==> src/rtl/tgarle_pkg.sv <==
`default_nettype none
// ----------------------------------------------------------------------------
// tgarle_pkg
// Shared types and constants for the TGA run-length pixel stream decoder.
// ----------------------------------------------------------------------------
package tgarle_pkg;

    localparam int unsigned BPP_W       = 3;
    localparam int unsigned COUNT_W     = 25;
    localparam int unsigned PIX_W       = 32;
    localparam int unsigned REP_W       = 8;
    localparam int unsigned ADDR_W      = 3;
    localparam int unsigned APB_W       = 32;
    localparam int unsigned MAX_PIXELS  = 16777216;

    localparam logic [BPP_W-1:0]   BPP_RESET   = 3'd4;
    localparam logic [COUNT_W-1:0] COUNT_RESET = 25'd1;

    // register indexes (paddr[2])
    localparam logic REG_BPP   = 1'b0;
    localparam logic REG_COUNT = 1'b1;

    // header split point and run bias
    localparam logic [7:0] RAW_LIMIT = 8'd128;
    localparam logic [7:0] RUN_BIAS  = 8'd127;

    typedef enum logic [1:0] {
        PH_HEADER,
        PH_RAW,
        PH_RUN
    } t_phase;

    // one finished pixel handed from front to back
    typedef struct packed {
        logic [PIX_W-1:0] value;
        logic [REP_W-1:0] count;
        logic             more;   // packet still has pixels after this one
    } t_token;

endpackage
`default_nettype wire

==> src/rtl/tga_rle_decoder_core.sv <==
`default_nettype none
// ----------------------------------------------------------------------------
// tga_rle_decoder_core
// TGA run-length stream decoder: one compressed byte in, one pixel word out.
//
//   channel   direction  handshake            payload
//   input     in         i_valid / o_stall    i_data_byte
//   output    out        o_valid / i_stall    o_pixel_value, o_repeat_count,
//                                             o_last_pixel, o_overflow_error
//   config    in         psel/penable/pready  paddr, pwdata, prdata
//
// one byte accepted per cycle while o_stall is low; a finished pixel passes
// through a queue slot, then the output register.
// synchronous active-low reset returns the parser to header and the
// registers to 4 bytes per pixel and 1 pixel.
// o_stall rises only when the queue holds two pixels the output has not taken.
// ----------------------------------------------------------------------------
module tga_rle_decoder_core #(
    parameter int unsigned MAX_PIXELS = tgarle_pkg::MAX_PIXELS
) (
    input  wire                           i_clk,
    input  wire                           i_rst_n,
    input  wire                           i_valid,
    output logic                          o_stall,
    input  wire [7:0]                     i_data_byte,
    output logic                          o_valid,
    input  wire                           i_stall,
    output logic [tgarle_pkg::PIX_W-1:0]  o_pixel_value,
    output logic [tgarle_pkg::REP_W-1:0]  o_repeat_count,
    output logic                          o_last_pixel,
    output logic                          o_overflow_error,
    input  wire                           psel,
    input  wire                           penable,
    input  wire                           pwrite,
    input  wire [tgarle_pkg::ADDR_W-1:0]  paddr,
    input  wire [tgarle_pkg::APB_W-1:0]   pwdata,
    output logic [tgarle_pkg::APB_W-1:0]  prdata,
    output logic                          pready
);
    import tgarle_pkg::*;

    logic [BPP_W-1:0]   r_bpp;
    logic [COUNT_W-1:0] r_count;
    logic [BPP_W-1:0]   bpp_eff;
    logic               wr_en;

    logic   push, pop, full, empty;
    t_token tok_in, tok_out;

    assign pready = 1'b1;
    assign wr_en  = psel && penable && pwrite;

    always_ff @(posedge i_clk) begin
        if (!i_rst_n) begin
            r_bpp   <= BPP_RESET;
            r_count <= COUNT_RESET;
        end else if (wr_en) begin
            unique case (paddr[2])
                REG_BPP:   r_bpp   <= pwdata[BPP_W-1:0];
                REG_COUNT: r_count <= pwdata[COUNT_W-1:0];
                default:   r_bpp   <= r_bpp;
            endcase
        end
    end

    always_comb begin
        unique case (paddr[2])
            REG_BPP:   prdata = {{(APB_W-BPP_W){1'b0}}, r_bpp};
            REG_COUNT: prdata = {{(APB_W-COUNT_W){1'b0}}, r_count};
            default:   prdata = '0;
        endcase
    end

    // 0 reads as 1, 5..7 as 4
    always_comb begin
        bpp_eff = r_bpp;
        if (r_bpp == '0) begin
            bpp_eff = BPP_W'(1);
        end else if (r_bpp > BPP_W'(4)) begin
            bpp_eff = BPP_W'(4);
        end
    end

    tgarle_front u_front (
        .i_clk       (i_clk),
        .i_rst_n     (i_rst_n),
        .i_valid     (i_valid),
        .i_data_byte (i_data_byte),
        .i_bpp       (bpp_eff),
        .i_full      (full),
        .o_stall     (o_stall),
        .o_push      (push),
        .o_token     (tok_in)
    );

    tgarle_queue u_queue (
        .i_clk   (i_clk),
        .i_rst_n (i_rst_n),
        .i_push  (push),
        .i_token (tok_in),
        .i_pop   (pop),
        .o_full  (full),
        .o_empty (empty),
        .o_token (tok_out)
    );

    tgarle_back #(
        .MAX_PIXELS (MAX_PIXELS)
    ) u_back (
        .i_clk            (i_clk),
        .i_rst_n          (i_rst_n),
        .i_empty          (empty),
        .i_token          (tok_out),
        .i_pixel_count    (r_count),
        .i_stall          (i_stall),
        .o_pop            (pop),
        .o_valid          (o_valid),
        .o_pixel_value    (o_pixel_value),
        .o_repeat_count   (o_repeat_count),
        .o_last_pixel     (o_last_pixel),
        .o_overflow_error (o_overflow_error)
    );

endmodule
`default_nettype wire

==> src/rtl/tgarle_front.sv <==
`default_nettype none
// ----------------------------------------------------------------------------
// tgarle_front
// Parses packet headers, gathers pixel bytes; one token per raw pixel or run.
// ----------------------------------------------------------------------------
module tgarle_front (
    input  wire                          i_clk,
    input  wire                          i_rst_n,
    input  wire                          i_valid,
    input  wire [7:0]                    i_data_byte,
    input  wire [tgarle_pkg::BPP_W-1:0]  i_bpp,
    input  wire                          i_full,
    output logic                         o_stall,
    output logic                         o_push,
    output tgarle_pkg::t_token           o_token
);
    import tgarle_pkg::*;

    t_phase      r_phase, n_phase;
    logic [7:0]  r_rem, n_rem;
    logic [1:0]  r_pos, n_pos;
    logic [31:0] r_gather, n_gather;

    logic        accept;
    logic        pix_done;
    logic [31:0] gather_new;
    logic [7:0]  take;
    logic [7:0]  rem_after;

    assign accept  = i_valid && !i_full;
    assign o_stall = i_full;

    always_comb begin
        gather_new = r_gather;
        case (r_pos)
            2'd0:    gather_new[7:0]   = r_gather[7:0]   | i_data_byte;
            2'd1:    gather_new[15:8]  = r_gather[15:8]  | i_data_byte;
            2'd2:    gather_new[23:16] = r_gather[23:16] | i_data_byte;
            default: gather_new[31:24] = r_gather[31:24] | i_data_byte;
        endcase
    end

    assign pix_done  = ({1'b0, r_pos} + 3'd1) >= i_bpp;
    assign take      = (r_phase == PH_RAW) ? 8'd1 : r_rem;
    assign rem_after = (r_rem >= take) ? (r_rem - take) : 8'd0;

    // next phase
    always_comb begin
        n_phase = r_phase;
        if (accept) begin
            unique case (r_phase)
                PH_HEADER: begin
                    n_phase = (i_data_byte < RAW_LIMIT) ? PH_RAW : PH_RUN;
                end
                PH_RAW, PH_RUN: begin
                    if (pix_done && rem_after == 8'd0) begin
                        n_phase = PH_HEADER;
                    end
                end
                default: n_phase = PH_HEADER;
            endcase
        end
    end

    // datapath and token
    always_comb begin
        n_rem    = r_rem;
        n_pos    = r_pos;
        n_gather = r_gather;
        o_push   = 1'b0;
        o_token.value = gather_new;
        o_token.count = take;
        o_token.more  = (rem_after != 8'd0);
        if (accept) begin
            unique case (r_phase)
                PH_HEADER: begin
                    n_rem    = (i_data_byte < RAW_LIMIT) ? (i_data_byte + 8'd1)
                                                         : (i_data_byte - RUN_BIAS);
                    n_pos    = 2'd0;
                    n_gather = '0;
                end
                PH_RAW, PH_RUN: begin
                    if (pix_done) begin
                        o_push   = 1'b1;
                        n_rem    = rem_after;
                        n_pos    = 2'd0;
                        n_gather = '0;
                    end else begin
                        n_pos    = r_pos + 2'd1;
                        n_gather = gather_new;
                    end
                end
                default: begin
                    n_pos = 2'd0;
                end
            endcase
        end
    end

    always_ff @(posedge i_clk) begin
        if (!i_rst_n) begin
            r_phase  <= PH_HEADER;
            r_rem    <= '0;
            r_pos    <= '0;
            r_gather <= '0;
        end else begin
            r_phase  <= n_phase;
            r_rem    <= n_rem;
            r_pos    <= n_pos;
            r_gather <= n_gather;
        end
    end

endmodule
`default_nettype wire

==> src/rtl/tgarle_queue.sv <==
`default_nettype none
// ----------------------------------------------------------------------------
// tgarle_queue
// Two-entry token queue between the parsing front and the counting back.
// ----------------------------------------------------------------------------
module tgarle_queue (
    input  wire                      i_clk,
    input  wire                      i_rst_n,
    input  wire                      i_push,
    input  wire tgarle_pkg::t_token  i_token,
    input  wire                      i_pop,
    output logic                     o_full,
    output logic                     o_empty,
    output tgarle_pkg::t_token       o_token
);
    import tgarle_pkg::*;

    t_token     r_slot [2];
    logic       r_wr, r_rd;
    logic [1:0] r_cnt;
    logic       do_push, do_pop;

    assign o_full  = (r_cnt == 2'd2);
    assign o_empty = (r_cnt == 2'd0);
    assign do_push = i_push && !o_full;
    assign do_pop  = i_pop && !o_empty;
    assign o_token = r_slot[r_rd];

    always_ff @(posedge i_clk) begin
        if (do_push) begin
            r_slot[r_wr] <= i_token;
        end
    end

    always_ff @(posedge i_clk) begin
        if (!i_rst_n) begin
            r_wr  <= 1'b0;
            r_rd  <= 1'b0;
            r_cnt <= 2'd0;
        end else begin
            if (do_push) begin
                r_wr <= ~r_wr;
            end
            if (do_pop) begin
                r_rd <= ~r_rd;
            end
            r_cnt <= r_cnt + {1'b0, do_push} - {1'b0, do_pop};
        end
    end

endmodule
`default_nettype wire

==> src/rtl/tgarle_back.sv <==
`default_nettype none
// ----------------------------------------------------------------------------
// tgarle_back
// Clips runs against the image size, tracks completion, holds the output word.
// ----------------------------------------------------------------------------
module tgarle_back #(
    parameter int unsigned MAX_PIXELS = tgarle_pkg::MAX_PIXELS
) (
    input  wire                            i_clk,
    input  wire                            i_rst_n,
    input  wire                            i_empty,
    input  wire tgarle_pkg::t_token        i_token,
    input  wire [tgarle_pkg::COUNT_W-1:0]  i_pixel_count,
    input  wire                            i_stall,
    output logic                           o_pop,
    output logic                           o_valid,
    output logic [tgarle_pkg::PIX_W-1:0]   o_pixel_value,
    output logic [tgarle_pkg::REP_W-1:0]   o_repeat_count,
    output logic                           o_last_pixel,
    output logic                           o_overflow_error
);
    import tgarle_pkg::*;

    localparam logic [COUNT_W-1:0] MAX_CNT = COUNT_W'(MAX_PIXELS);

    logic [COUNT_W-1:0] r_emitted;
    logic               r_finished;
    logic               r_valid;
    logic [PIX_W-1:0]   r_value;
    logic [REP_W-1:0]   r_rep;
    logic               r_last, r_err;

    logic [COUNT_W-1:0] count_eff;
    logic [COUNT_W-1:0] avail;
    logic [COUNT_W-1:0] need;
    logic               clip, last;
    logic [REP_W-1:0]   n_out;
    logic               out_free, emit;

    always_comb begin
        count_eff = i_pixel_count;
        if (i_pixel_count == '0) begin
            count_eff = COUNT_W'(1);
        end else if (i_pixel_count > MAX_CNT) begin
            count_eff = MAX_CNT;
        end
    end

    assign avail = (count_eff > r_emitted) ? (count_eff - r_emitted) : '0;
    assign need  = {{(COUNT_W-REP_W){1'b0}}, i_token.count};
    assign clip  = need > avail;
    assign last  = need >= avail;
    assign n_out = clip ? avail[REP_W-1:0] : i_token.count;

    assign out_free = !r_valid || !i_stall;
    // tokens after completion are drained and dropped
    assign o_pop    = !i_empty && out_free;
    assign emit     = o_pop && !r_finished;

    always_ff @(posedge i_clk) begin
        if (emit) begin
            r_value <= i_token.value;
            r_rep   <= n_out;
            r_last  <= last;
            r_err   <= clip || (last && i_token.more);
        end
    end

    always_ff @(posedge i_clk) begin
        if (!i_rst_n) begin
            r_valid    <= 1'b0;
            r_emitted  <= '0;
            r_finished <= 1'b0;
        end else begin
            if (out_free) begin
                r_valid <= emit;
            end
            if (emit) begin
                r_emitted <= r_emitted + {{(COUNT_W-REP_W){1'b0}}, n_out};
                if (last) begin
                    r_finished <= 1'b1;
                end
            end
        end
    end

    assign o_valid          = r_valid;
    assign o_pixel_value    = r_value;
    assign o_repeat_count   = r_rep;
    assign o_last_pixel     = r_last;
    assign o_overflow_error = r_err;

endmodule
`default_nettype wire
==> config.mk <==
export PLATFORM = sky130hd
export DESIGN_NAME = tga_rle_decoder_core
export DESIGN_NICKNAME = d
export VERILOG_FILES = /design/src/rtl/tgarle_pkg.sv /design/src/rtl/tga_rle_decoder_core.sv /design/src/rtl/tgarle_front.sv /design/src/rtl/tgarle_queue.sv /design/src/rtl/tgarle_back.sv
export SDC_FILE = /design/constraint.sdc
export NUM_CORES = 1
export LEC_CHECK = 0
export BUFFER_PORTS_ARGS = -buffer_cell sky130_fd_sc_hd__buf_2
export CORE_MARGIN = 3
export CORE_UTILIZATION = 43
export DETAILED_ROUTE_END_ITERATION = 10
export PLACE_DENSITY = 0.66
export REMOVE_ABC_BUFFERS = 1
export SLEW_MARGIN = 20
export SYNTH_ARGS = -nofsm -noshare
export SYNTH_HDL_FRONTEND = slang
export SYNTH_SLANG_ARGS = --single-unit
==> constraint.sdc <==
create_clock -name i_clk -period 7.4 [get_ports i_clk]
set_clock_uncertainty 0.1 [all_clocks]
set_input_delay 0.74 -clock i_clk [delete_from_list [all_inputs] [get_ports i_clk]]
set_output_delay 0.74 -clock i_clk [all_outputs]
set_load 0.02 [all_outputs]
# [Word level (Yosys, flattened, before mapping)]
# Memories as Yosys holds them, arrays and structs flattened. A register that Yosys moved wholly into a read port is not among the register bits.
# Index checks and enable logic that the tools add are counted.
[word_totals] ff_bits=145 ram_bits=82 inputBits=50 out_inout_bits=77 word_cells=110 n_memories=1
[classes] addsub=9 order_cmp=8 eq_ne=7 mux=30 bitwise=7 reduce_logical=32
[memory_table] memory="u_queue.r_slot" depth=2 width=41 read_ports=1 rd_ports_with_merged_regs=1 wr=1 line="tgarle_queue.sv:18" source="t_token r_slot [2];"
[ops] operator="one-hot mux 32 bit (2 select lines)" count=2
[ops] operator="two-way mux 25 bit" count=3
[ops] operator="two-way mux 8 bit" count=9
[ops] operator="two-way mux 32 bit" count=1
[ops] operator="OR 8 bit" count=4
[ops] operator="adder 25 x 8 -> 25 bit" count=1
[ops] operator=">= comparator 8 x 25 -> 1 bit" count=1
[ops] operator="> comparator 25 bit" count=1
[ops] operator="> comparator 25 bit, second input constant" count=1
[ops] operator="> comparator 8 x 25 -> 1 bit" count=1
[ops] operator="zero test 25 bit" count=1
[ops] operator="subtractor 25 bit" count=1
[ops] operator="one-hot mux 8 bit (2 select lines)" count=1
[ops] operator="AND reduction 2 bit" count=5
[ops] operator="logical AND 1 bit" count=9
[ops] operator="adder 8 x 1 -> 8 bit, second input constant" count=1
[ops] operator=">= comparator 8 bit" count=1
[ops] operator="zero test 8 bit" count=1
[ops] operator="less-than comparator 8 bit, second input constant" count=1
[ops] operator="two-way mux 2 bit" count=4
[ops] operator="nonzero test 8 bit" count=1
[ops] operator="subtractor 8 x 7 -> 8 bit, second input constant" count=1
[ops] operator="subtractor 8 bit" count=1
[ops] operator="two-way mux 1 bit" count=7
[ops] operator="other kinds (20)" count=34

# [Longest topological paths before layout]
# Gate-level depths: netlist (run 1).
[depth] depth_word=10 mapped_depth=37 depth_no_buf=33

# [By module]
# Synthesis (run 1) repeated with hierarchy kept, for this count alone.
[hier_totals] cells_unflattened=1221 hier_area_um2=12678.4
[by_module_without_submodules] module="tgarle_back" n_inst=1 cells_each=555 area_per_inst_um2=4987.3 seq_area_each_um2=1801.7
[by_module_without_submodules] module="tgarle_queue" n_inst=1 cells_each=155 area_per_inst_um2=3399.5 seq_area_each_um2=2562.5
[by_module_without_submodules] module="tgarle_front" n_inst=1 cells_each=346 area_per_inst_um2=2851.5 seq_area_each_um2=880.8
[by_module_without_submodules] module="tga_rle_decoder_core" n_inst=1 cells_each=165 area_per_inst_um2=1440.1 seq_area_each_um2=560.5

# [Worst setup path before layout (run 1)]
# No wires, ideal clock.
[synth_timing] path_type="reg2reg" from="register r_count[23]" to="register u_back.r_emitted[16]" setup_time_ns=0.115 arrival_ns=7.116 t_required_ns=7.185 setup_slack_ns=0.069 stages_incl_launch_ff=37 n_path_buf=3 period_less_slack_ns=7.331 cell_sequence="dfxtp_1 > nor4_1 > nand4_1 > o21ai_0 > clkbuf_1 > and2_1 > ha_1 > nor2_1 > a21o_1 > a211o_1 > a211o_1 > a21boi_0 > o21a_1 > buf_2 > clkbuf_1 > nand2_1 > ha_1 > nor2b_1 > o21a_1 > o21a_1 > o31ai_1 > nand2_1 > o21ai_1 > nor2_1 > nand4_1 > or3b_1 > ha_1 > fa_1 > a21o_1 > a21oi_1 > o21bai_1 > a21oi_1 > o21bai_1 > a21oi_1 > nor3_1 > xnor2_1 > and2_1"
[synth_via] elab_chain_cells=8 word_cells_on_any_way=10 cone_classes="2 x add/sub; 3 x order compare; 4 x mux; 1 x reduce/logical"
[synth_rtl] item="start: declaration" line="tga_rle_decoder_core.sv:43" source="logic [COUNT_W-1:0] r_count;"
[synth_rtl] item="start signal: assignment" line="tga_rle_decoder_core.sv:60" source="REG_COUNT: r_count <= pwdata[COUNT_W-1:0];"
[synth_rtl] item="> comparator 25 bit" line="tgarle_back.sv:44" source="end else if (i_pixel_count > MAX_CNT) begin"
[synth_rtl] item="two-way mux 25 bit" line="tgarle_back.sv:44"
[synth_rtl] item="two-way mux 25 bit (*)" line="tgarle_back.sv:42" source="if (i_pixel_count == '0) begin"
[synth_rtl] item="subtractor 25 bit or > comparator 25 bit (tied branches)" line="tgarle_back.sv:49" source="assign avail = (count_eff > r_emitted) ? (count_eff - r_emitted) : '0;"
[synth_rtl] item="two-way mux 25 bit (*)" line="tgarle_back.sv:49"
[synth_rtl] item="> comparator 8 x 25 -> 1 bit" line="tgarle_back.sv:51" source="assign clip = need > avail;"
[synth_rtl] item="two-way mux 8 bit (*)" line="tgarle_back.sv:53" source="assign n_out = clip ? avail[REP_W-1:0] : i_token.count;"
[synth_rtl] item="via u_back.n_out[0]" line="tgarle_back.sv:37" source="logic [REP_W-1:0] n_out;"
[synth_rtl] item="adder 25 x 8 -> 25 bit (*)" line="tgarle_back.sv:79" source="r_emitted <= r_emitted + {{(COUNT_W-REP_W){1'b0}}, n_out};"
[synth_rtl] item="end signal: assignment" line="tgarle_back.sv:79"
[synth_rtl] item="end: declaration" line="tgarle_back.sv:26" source="logic [COUNT_W-1:0] r_emitted;"
# Mark *: on every way through the listed nets, which the timed path passes. The rest lies on a longest branch.
# A chain may end at the register's enable or synchronous reset.

# [Worst setup path in the final report (run 1)]
[layout_timing] from="register r_count[4]" to="register u_back.r_emitted[10]"
# Same word-level chain as after synthesis.

==> results by group, run 1 <==
Detailed routing
  • WL final: 30,600 microns
  • Vias per std cell: 5.34
  • First DRT Iteration DRCs: 654
  • Router iterations before antenna repair: 5
  • Vias: 9,314
  • Post-route DRC violation count: 0
  • Per-cell routed wire length: 17.5 microns
  • Post-route ant nets: 0

Placement
  • DP HPWL: 21,200 microns
  • Placer Congestion: 0.901
  • Post-place setup slack: 0.0731 ns
  • I/O Buffers: 109

Synthesis
  • Yosys reg bits: 228
  • Synth unique cells: 67
  • Top post-synthesis cells by area: edfxtp_1 30%, dfxtp_1 17%, ha_1 5.9%
  • Share of the synthesized area in the top cell type: 30.4%
  • Syn Std Cell Area: 12,300 sq um
  • Syn_area_per_cell: 9.99 sq um
  • EDFF count, synth: 124
  • Post-synthesis cell count: 1,228
  • Seq/Total Area, Yosys: 47.3%
  • FFs w/ async S/R, synth: 0%
  • Synth Flop Type: edfxtp_1
  • Area leader, netlist: edfxtp_1
  • Total number of yosys warnings: 0

Min path
  • Worst Hold Class: in -> reg
  • Worst hold stages: 3
  • Hold_sp: pwdata[0]

Clock network
  • CTS tree: done
  • Clock transition at path regs: 0.06 ns
  • TritonCTS sink count: 228
  • Clock tree buffer depth: 3
  • H-tree depth: 1
  • Skew-Pair Late Insertion Delay: 0.54 ns
  • Post-CTS Hold Buffers: 0
  • Total CTS buffers: 26
  • Root Driver: clkbuf_16

Floorplan
  • Starting density of the core: 43.9%
  • Die ar.: 30,600 sq um
  • Height of the chip: 175 microns
  • Ports: 127
  • Core ar.: 27,900 sq um
  • Die Wd: 175 microns
  • Num rows: 61

Global routing
  • Met2 GRT Util: 31.9%
  • Global-route wire length before repair: 48,100 microns
  • Grt total ovfl: 0
  • GR Util met1: 26.0%
  • Initial antenna violation count: 0
  • Met3 usage: 3.61%
  • Largest net degree at the start of global routing: 106
  • GRT Overall Usage: 19.4%
  • GRT Max-Usage Layer: met2
  • Number of global-route vias before repair: 8,973

Setup path
  • R2R cell count: 37
  • Worst Path Buf+Inv: 5
  • FF-to-FF Start: r_count[4]
  • Cell mode on critical path: buf_4
  • Instance count on the critical path: 37
  • Critical path fanouts, max: 6
  • Crit end category: flip-flop
  • Cell family with the largest share of critical-path delay: compound AO/OA/AOI/OAI gates
  • Worst Setup Start Kind: flip-flop
  • CP max stage delay: 0.39 ns
  • Critical Path Source: r_count[4]
  • Worst setup path category: reg -> reg
  • Slowest CP cell: or3b_4
  • Worst Path Required: 7.72 ns
  • Worst path arrival time: 7.37 ns

Pwr
  • Total power: 0.00453 W
  • Leakage Power: 5.88 nW
  • Sw Ratio: 34.8%
  • Combinational power share: 34.7%
  • Clk network pwr share: 29.1%
  • Pwr/cell area: 316 nW/um^2
  • P_sw: 0.00158 W
  • Worst vdd ir: 233 uV
  • Part of the power in registers: 36.2%
  • Internal power: 0.00295 W

STA
  • Count of pins over their slew limit: 0
  • PnR worst setup slack: 0.350 ns
  • Fin. Hold Viols: 0
  • RSZ-0062 raised after global routing: false
  • Slew margin rel.: 32.4%
  • Fmax: 142 MHz
  • Fin crit period: 7.05 ns
  • Final setup vio count: 0
  • Setup TNS: 0 ns
  • Slew of the pin with the lowest slew margin: 1.01 ns
  • Period utilization: 95.3%

Status
  • Status: finished clean

Cells and area
  • Ant. Diodes: 0
  • Syn-to-layout area delta: 16.8%
  • Final net count: 1,455
  • Share of post-route cells with drive strength above 1: 19.3%

Run
  • Number of max-cap violations: 0
per-stage QoR:
step	instance area (sq um)	hold slack, ns	instances	util [%]
5_1_grt	14300	0.348	1743	51.3
3_5_place_dp	13300	0.377	1690	47.8
3_3_place_gp	13300	0.373	1690	47.8
4_1_cts	14200	0.320	1738	51.0
2_1_floorplan	12000	0.353	1158	-
6_report	14300	0.338	1743	51.3
power groups by stage:
stage | Clock, W | Sequential (W) | Combinational [W]
finish | 0.00132 | 0.00164 | 0.00157
global route | 0.00140 | 0.00166 | 0.00173
CTS | 0.00135 | 0.00164 | 0.00155
detailed placement | 0 | 0.00166 | 0.00154
global placement | 0 | 0.00166 | 0.00153
floorplan | 0 | 0.00182 | 0.000880
layout make-up:
cell class                 instances  area (sq um)
timing repair buffer             159           937
fill                            2584         13600
tap                              378           473
sequential                       228          5810
clock buffer                      30           686
clock inverter                    18           208
multi-input combinational        882          6030
inverter                          48           180
sequential cells by signal, summed over array words and instances, names as in the netlist, 2 cells and up, named ones only:
signal and count:
u_queue.r_slot 82, u_back.o_pixel_value 32, u_front.r_gather 32, r_count 25, u_back.r_emitted 25, u_back.o_repeat_count 8
u_front.r_rem 8, r_bpp 3, u_front.r_phase 2, u_front.r_pos 2, u_queue.r_cnt 2
worst min-delay path, cell delays in order:
cell	delay (ns)
buf_2	0.09
nand2_1	0.04
nand3_1	0.06
worst paths after layout:
kind                            slack, ns              endpoint
worst min register to register       0.39   u_back.r_emitted[7]
worst max-delay path                 0.35  u_back.r_emitted[10]
worst max register to register       0.35  u_back.r_emitted[10]
worst min-delay path                 0.34            r_count[0]
what timing repair did:
action | in CTS | in global routing
setup buffers | 0 | 3
resized for setup | 0 | 15
setup endpoints to repair | 0 | 19
synth_stat cells (all sizes together), types with 3 or more instances:
| library cell | n |
|---|---|
| o21bai | 9 |
| a21o | 44 |
| or3b | 3 |
| a211oi | 4 |
| o22ai | 4 |
| nor3 | 19 |
| a31oi | 8 |
| and3 | 15 |
| or3 | 8 |
| xor2 | 7 |
| and2 | 66 |
| nor3b | 33 |
| a21oi | 77 |
| nand2b | 14 |
| nand4 | 10 |
| o21ai | 42 |
| nor4 | 21 |
| inv | 48 |
| a21boi | 32 |
| edfxtp | 124 |
| xnor2 | 29 |
| clkbuf | 56 |
| a2bb2oi | 3 |
| o211a | 4 |
| mux2i | 13 |
| nor2b | 65 |
| a211o | 6 |
| dfxtp | 104 |
| nor2 | 35 |
| mux2 | 40 |
| ha | 58 |
| nand3 | 19 |
| nand2 | 124 |
| o21a | 12 |
| o32ai | 3 |
| o211ai | 7 |
| o31ai | 3 |
| and4 | 5 |
| buf | 20 |
logic make-up after synthesis:
kind of cell / synth area share [%]
and+or+nand+nor: 19.9
AOI/OAI and AO/OA: 15.1
DFF: 47.3
buffers and inverters: 4.12
adders and majority gates: 6.24
muxes: 4.73
xor gates and xnor gates: 2.57
other: 0.0612
placed cells by master (no fill, tap or decap), drive strengths merged, types with 42 or more instances in the layout:
master    n
buf     159
edfxtp  124
nand2   124
dfxtp   104
a21oi    77
and2     66
nor2b    65
ha       58
inv      50
a21o     44
o21ai    42
per-layer routing:
metal,share of wire (%),vias to the layer above
met1,45,4422
met2,47,220
li1,-,4627
met3,5.4,45
met4,2.7,0
met5,0,-
Note: power is estimated with default switching activity, not from simulation.
==> inputs of run 2 (changes only) <==
--- a/config.mk
+++ b/config.mk
@@ -5,11 +5,14 @@
 export SDC_FILE = /design/constraint.sdc
 export NUM_CORES = 1
 export LEC_CHECK = 0
+export ABC_AREA = 1
 export BUFFER_PORTS_ARGS = -buffer_cell sky130_fd_sc_hd__buf_2
+export CELL_PAD_IN_SITES_DETAIL_PLACEMENT = 1
+export CELL_PAD_IN_SITES_GLOBAL_PLACEMENT = 2
 export CORE_MARGIN = 3
-export CORE_UTILIZATION = 43
+export CORE_UTILIZATION = 32
 export DETAILED_ROUTE_END_ITERATION = 10
-export PLACE_DENSITY = 0.66
+export PLACE_DENSITY = 0.79
 export REMOVE_ABC_BUFFERS = 1
 export SLEW_MARGIN = 20
 export SYNTH_ARGS = -nofsm -noshare
==> results by group, run 2 <==
Synthesis
  • EDFF count, synth: 124 (unchanged)
  • Top post-synthesis cells by area: edfxtp_1 30%, dfxtp_1 17%, nand2_1 13%
  • Yosys reg bits: 228 (unchanged)
  • Total number of yosys warnings: 0 (unchanged)
  • Synth top cells by count: 424 x nand2_1, 227 x inv_1, 124 x edfxtp_1
  • Post-synthesis cell count: 1,536 (+25%)
  • Count leader, synth: nand2_1
  • Seq/Total Area, Yosys: 47.5% (+0.13 points)
  • Syn_area_per_cell: 7.96 sq um (-20%)
  • Synth unique cells: 47 (-30%)
  • Synth Flop Type: edfxtp_1
  • Syn Std Cell Area: 12,200 sq um (-0.27%)
  • FFs w/ async S/R, synth: 0% (unchanged)
  • Area leader, netlist: edfxtp_1
  • Share of the synthesized area in the top cell type: 30.4% (+0.081 points)

Global routing
  • Global-route wire length before repair: 58,900 microns (+22%)
  • Largest net degree at the start of global routing: 50 (-53%)
  • Initial antenna violation count: 0 (unchanged)
  • GR Util met1: 26.3% (+0.31 points)
  • Met3 usage: 2.22% (-1.4 points)
  • GRT Max-Usage Layer: met2
  • Grt total ovfl: 0 (unchanged)
  • Number of global-route vias before repair: 10,800 (+20%)
  • Met2 GRT Util: 28.2% (-3.7 points)
  • GRT Overall Usage: 17.8% (-1.6 points)

Floorplan
  • Die ar.: 40,600 sq um (+33%)
  • Ports: 127 (unchanged)
  • Starting density of the core: 32.9% (-11 points)
  • Die Wd: 202 microns (+15%)
  • Num rows: 70 (+15%)
  • Core ar.: 37,100 sq um (+33%)
  • Height of the chip: 202 microns (+15%)

Cells and area
  • Commonest non-fill, non-tap cells in the layout: 424 x nand2_1, 227 x inv_1, 124 x edfxtp_1, 117 x a21oi_1, 109 x buf_2
  • Final net count: 1,762 (+21%)
  • Max FFs per register: 82 (unchanged)
  • Share of post-route cells with drive strength above 1: 13.9% (-5.4 points)
  • Most common cell after layout, fill and taps aside: nand2_1
  • Ant. Diodes: 0 (unchanged)
  • Most flops, register: u_queue.r_slot
  • Syn-to-layout area delta: 17.2%

Clock network
  • Total CTS buffers: 27 (+3.8%)
  • Root Driver: clkbuf_16
  • Clock tree buffer depth: 3 (unchanged)
  • TritonCTS sink count: 228 (unchanged)
  • Skew-Pair Late Insertion Delay: 0.56 ns (+0.02 ns)
  • Post-CTS Hold Buffers: 0 (unchanged)
  • Clock transition at path regs: 0.06 ns (about the same)
  • CTS tree: done
  • H-tree depth: 1 (unchanged)

Detailed routing
  • Post-route ant nets: 0 (unchanged)
  • Post-route DRC violation count: 0 (unchanged)
  • First DRT Iteration DRCs: 439 (-33%)
  • Router iterations before antenna repair: 4 (-1)
  • WL final: 36,200 microns (+18%)
  • Vias per std cell: 4.77 (-11%)
  • Per-cell routed wire length: 16.6 microns (-5.2%)
  • Vias: 10,400 (+12%)

Placement
  • Placer Congestion: 0.825 (-8.4%)
  • I/O Buffers: 109 (unchanged)
  • DP HPWL: 26,900 microns (+27%)

Setup path
  • Cell family with the largest share of critical-path delay: simple AND/OR/NAND/NOR gates
  • Worst Path Buf+Inv: 5 (unchanged)
  • Instance count on the critical path: 43 (+16%)
  • R2R cell count: 43 (+16%)
  • Worst path arrival time: 7.02 ns (-0.35 ns)
  • Crit end category: flip-flop
  • Critical path fanouts, max: 11 (+5)
  • Worst Path Required: 7.74 ns (+0.02 ns)
  • Cell mode on critical path: nand2_1
  • Slowest CP cell: nor3_2
  • CP max stage delay: 0.32 ns (-0.07 ns)
  • Worst Setup Start Kind: flip-flop
  • R2R setup slack: 0.72 ns (+0.37 ns)
  • Worst setup path category: reg -> reg

Pwr
  • Pwr/cell area: 374 nW/um^2 (+18%)
  • Worst vdd ir: 270 uV (+16%)
  • Leakage Power: 6.56 nW (+11%)
  • Total power: 0.00537 W (+19%)

STA
  • Slew margin rel.: 39.8% (+7.4 points)
  • Fin crit period: 6.68 ns (-0.366 ns)
  • Period utilization: 90.3% (-4.9 points)
  • Fmax: 150 MHz (+5.5%)
  • RSZ-0062 raised after global routing: false
  • Count of pins over their slew limit: 0 (unchanged)
  • Fin. Hold Viols: 0 (unchanged)
  • Final setup vio count: 0 (unchanged)
  • Slew of the pin with the lowest slew margin: 0.897 ns (-0.117 ns)
  • Setup TNS: 0 ns (unchanged)

Min path
  • Worst hold stages: 3 (unchanged)
  • Worst Hold Class: in -> reg

Run
  • Number of max-cap violations: 0 (unchanged)

Status
  • Status: finished clean
run 2: changes by cell type after synthesis, moves of 57 or more:
cell | before | now
nor2b_1 | 65 | 0
nand2_1 | 124 | 424
nor2_1 | 35 | 102
inv_1 | 48 | 227
o21ai_0 | 37 | 94
and2_1 | 66 | 2
run 2: routing by layer:
metal	vias up	part of all wire [%]
li1	5216	-
met1	5013	51
met2	123	44
met3	35	3.1
met4	0	1.6
met5	-	0
run 2: where the power goes:
| part | switching (W) | total [W] | leakage (nW) | internal, W |
|---|---|---|---|---|
| combinational | 0.00157 | 0.00228 | 4.13 | 0.000711 |
| clock | 0.000553 | 0.00129 | 0.421 | 0.000741 |
| sequential | 0.0000973 | 0.00179 | 2.00 | 0.00170 |
run 2: path summary, 6_finish.rpt:
| path | startpoint | endpoint |
|---|---|---|
| hold reg to reg | u_queue.r_rd | flip-flop |
| setup reg to reg | r_count[1] | u_back.r_emitted[24] |
| hold / removal | pwdata[24] | r_count[24] |
| setup / recovery | r_count[1] | u_back.r_emitted[24] |
run 2: logic make-up (layout without fill, tap and decap cells):
family | after synthesis | in the layout | synth area share (%)
AND/OR/NAND/NOR | 660 | 660 | 22.7
buffers and inverters | 288 | 419 | 9.23
AO/OA/AOI/OAI | 278 | 278 | 12.8
flip-flops | 228 | 228 | 47.5
adder cells (fa/ha/maj) | 60 | 60 | 6.26
XOR/XNOR | 18 | 18 | 1.29
other | 2 | 8 | 0.0614
multiplexers | 2 | 2 | 0.164
run 2: per-stage QoR:
stage                     instance area (sq um)  cells  hold WS [ns]  utilization (%)  setup slack, ns
after floorplan                           12000   1488         0.325                -             1.83
after global placement                    13400   2125         0.339             36.1            0.445
after detailed placement                  13400   2126         0.353             36.1            0.344
after CTS                                 14300   2176         0.287             38.4            0.308
after global routing                      14300   2177         0.328             38.6           0.0162
final                                     14300   2177         0.315             38.6            0.715
run 2: repair_timing:
| item | 4_1_cts | 5_1_grt |
|---|---|---|
| resized for setup | 0 | 13 |
| buffers inserted | 0 | 1 |
| endpoints found under the setup margin | 0 | 11 |
run 2: final cells by class:
| cell class | count | area (sq um) |
|---|---|---|
| flip-flops and latches | 228 | 5810 |
| clock inverters | 19 | 159 |
| well taps | 504 | 631 |
| inverters | 234 | 878 |
| multi-input cells | 1026 | 5400 |
| fillers | 4570 | 22800 |
| clock buffers | 31 | 691 |
| repair buffers | 135 | 773 |
run 2: tightest hold or removal path, delay by kind of cell:
family / cells / cell delay, ns
buf+inv: 1 / 0.08
simple gates: 2 / 0.12
==> inputs of run 3 (changes only) <==
--- a/config.mk
+++ b/config.mk
@@ -10,9 +10,9 @@
 export CELL_PAD_IN_SITES_DETAIL_PLACEMENT = 1
 export CELL_PAD_IN_SITES_GLOBAL_PLACEMENT = 2
 export CORE_MARGIN = 3
-export CORE_UTILIZATION = 32
+export CORE_UTILIZATION = 38
 export DETAILED_ROUTE_END_ITERATION = 10
-export PLACE_DENSITY = 0.79
+export PLACE_DENSITY = 0.87
 export REMOVE_ABC_BUFFERS = 1
 export SLEW_MARGIN = 20
 export SYNTH_ARGS = -nofsm -noshare
==> constraint.sdc (replaced) <==
create_clock -name i_clk -period 8.1 [get_ports i_clk]
set_clock_uncertainty 0.1 [all_clocks]
set_input_delay 0.81 -clock i_clk [delete_from_list [all_inputs] [get_ports i_clk]]
set_output_delay 0.81 -clock i_clk [all_outputs]
set_load 0.02 [all_outputs]
==> results by group, run 3 (synthesis results as in run 2) <==
Clock network
  • Root Driver: clkbuf_16
  • Skew-Pair Late Insertion Delay: 0.55 ns (about the same)
  • Post-CTS Hold Buffers: 0 (unchanged)
  • Gates resized, CTS repair: 0 (unchanged)
  • Clock transition at path regs: 0.06 ns (about the same)
  • Total CTS buffers: 27 (unchanged)
  • H-tree depth: 1 (unchanged)
  • Clock tree buffer depth: 3 (unchanged)
  • CTS tree: done
  • TritonCTS sink count: 228 (unchanged)
  • Post-CTS Repair Setup Buffers: 0 (unchanged)

Global routing
  • Global-route wire length before repair: 56,600 microns (-3.9%)
  • GRT Overall Usage: 20.6% (+2.8 points)
  • Number of global-route vias before repair: 10,800 (-0.35%)
  • Initial antenna violation count: 0 (unchanged)
  • Grt total ovfl: 0 (unchanged)
  • Largest net degree at the start of global routing: 79 (+58%)

STA
  • Fin. Hold Viols: 0 (unchanged)
  • Fmax: 136 MHz (-9.0%)
  • RSZ-0062 raised after global routing: false
  • Slew of the pin with the lowest slew margin: 0.967 ns (+0.0696 ns)
  • Slew margin rel.: 35.1% (-4.7 points)
  • Count of pins over their slew limit: 0 (unchanged)
  • Fin crit period: 7.35 ns (+0.665 ns)
  • Setup TNS: 0 ns (unchanged)
  • Final setup vio count: 0 (unchanged)
  • Period utilization: 90.7% (+0.40 points)

Cells and area
  • Syn-to-layout area delta: 15.1%
  • Commonest non-fill, non-tap cells in the layout: 424 x nand2_1, 227 x inv_1, 124 x edfxtp_1, 117 x a21oi_1, 109 x buf_2
  • Most flops, register: u_queue.r_slot
  • Ant. Diodes: 0 (unchanged)
  • Share of post-route cells with drive strength above 1: 12.6% (-1.3 points)
  • Final net count: 1,745 (-0.96%)
  • Most common cell after layout, fill and taps aside: nand2_1
  • Max FFs per register: 82 (unchanged)

Placement
  • Placer Congestion: 0.849 (+2.8%)
  • I/O Buffers: 109 (unchanged)
  • DP HPWL: 25,300 microns (-6.0%)

Floorplan
  • Die ar.: 34,400 sq um (-15%)
  • Starting density of the core: 38.7% (+5.7 points)
  • Ports: 127 (unchanged)
  • Core ar.: 31,600 sq um (-15%)
  • Height of the chip: 185 microns (-8.0%)
  • Num rows: 65 (-7.1%)
  • Die Wd: 185 microns (-8.0%)

Detailed routing
  • First DRT Iteration DRCs: 527 (+20%)
  • WL final: 35,000 microns (-3.4%)
  • Post-route DRC violation count: 0 (unchanged)
  • Per-cell routed wire length: 17.0 microns (+2.2%)
  • Router iterations before antenna repair: 4 (unchanged)
  • Vias per std cell: 5.07 (+6.2%)
  • Post-route ant nets: 0 (unchanged)
  • Vias: 10,400 (+0.39%)

Min path
  • Worst Hold Class: reg -> reg
  • Hold_sp: u_queue.r_rd
  • Worst hold stages: 1 (-2)

Setup path
  • Cell family with the largest share of critical-path delay: simple AND/OR/NAND/NOR gates
  • Worst Path Required: 8.39 ns (+0.65 ns)
  • R2R Path End: u_back.r_emitted[20]
  • R2R setup slack: 0.75 ns (+0.03 ns)
  • Worst Setup Start Kind: flip-flop
  • Worst setup path category: reg -> reg
  • R2R cell count: 41 (-4.7%)
  • Critical path fanouts, max: 23 (+12)
  • FF-to-FF Start: r_count[19]
  • Worst path arrival time: 7.64 ns (+0.62 ns)
  • Worst Path Buf+Inv: 3 (-2)
  • Slowest CP cell: inv_1
  • Crit end category: flip-flop
  • Cell mode on critical path: nand2_1
  • Critical Path Source: r_count[19]
  • CP max stage delay: 0.57 ns (+0.25 ns)

Status
  • Status: finished clean

Run
  • Number of max-cap violations: 0 (unchanged)

Pwr
  • Pwr/cell area: 347 nW/um^2 (-7.2%)
  • Total power: 0.00489 W (-8.9%)
  • Worst vdd ir: 284 uV (+5.0%)
  • Leakage Power: 6.50 nW (-0.90%)
-- run 3: cell types whose count changed in the layout (fill, tap and decap cells not counted), sizes merged --
cell	previous run	this run
inv	235	236
clkinvlp	1	0
clkbuf	31	43
bufinv	2	1
buf	135	118
clkinv	15	4
-- run 3: worst max path at each step --
stage          cells after the start              endpoint
3_3_place_gp                      38  u_back.r_emitted[20]
4_1_cts                           38  u_back.r_emitted[20]
3_5_place_dp                      38  u_back.r_emitted[20]
2_1_floorplan                     40  u_back.r_emitted[20]
6_report                          41  u_back.r_emitted[20]
5_1_grt                           40  u_back.r_emitted[20]
-- run 3: power by group --
group	switching [W]	total [W]	internal [W]
clock	0.000493	0.00122	0.000726
combinational	0.00141	0.00203	0.000624
sequential	0.0000899	0.00164	0.00155
-- run 3: metal layers --
| metal | wire (microns) | up-vias | part of all wire (%) | GRT usage (%) |
|---|---|---|---|---|
| met5 | 0 | - | 0 | 0 |
| met4 | 502 | 0 | 1.4 | 3.69 |
| met3 | 1030 | 40 | 2.9 | 2.10 |
| met2 | 15900 | 150 | 46 | 34.3 |
| met1 | 17500 | 5050 | 50 | 29.4 |
| li1 | - | 5187 | - | - |
-- run 3: layout make-up --
type,count,area (sq um)
Inverter,234,878
Clock buffer,43,816
Timing Repair Buffer,118,633
Clock inverter,7,86.3
Tap cell,402,503
Sequential cell,228,5810
Multi-Input combinational cell,1026,5360
Fill cell,3856,17600
-- run 3: metrics by stage --
stage | hold slack (ns) | cell area (sq um) | setup WS, ns | util (%) | cells
after floorplan | 0.325 | 12000 | 2.53 | - | 1488
after global placement | 0.336 | 13100 | 0.891 | 41.5 | 2007
after detailed placement | 0.364 | 13200 | 0.651 | 41.6 | 2008
after CTS | 0.377 | 14100 | 0.574 | 44.5 | 2058
after global routing | 0.413 | 14100 | 0.00144 | 44.5 | 2058
final | 0.372 | 14100 | 0.750 | 44.5 | 2058
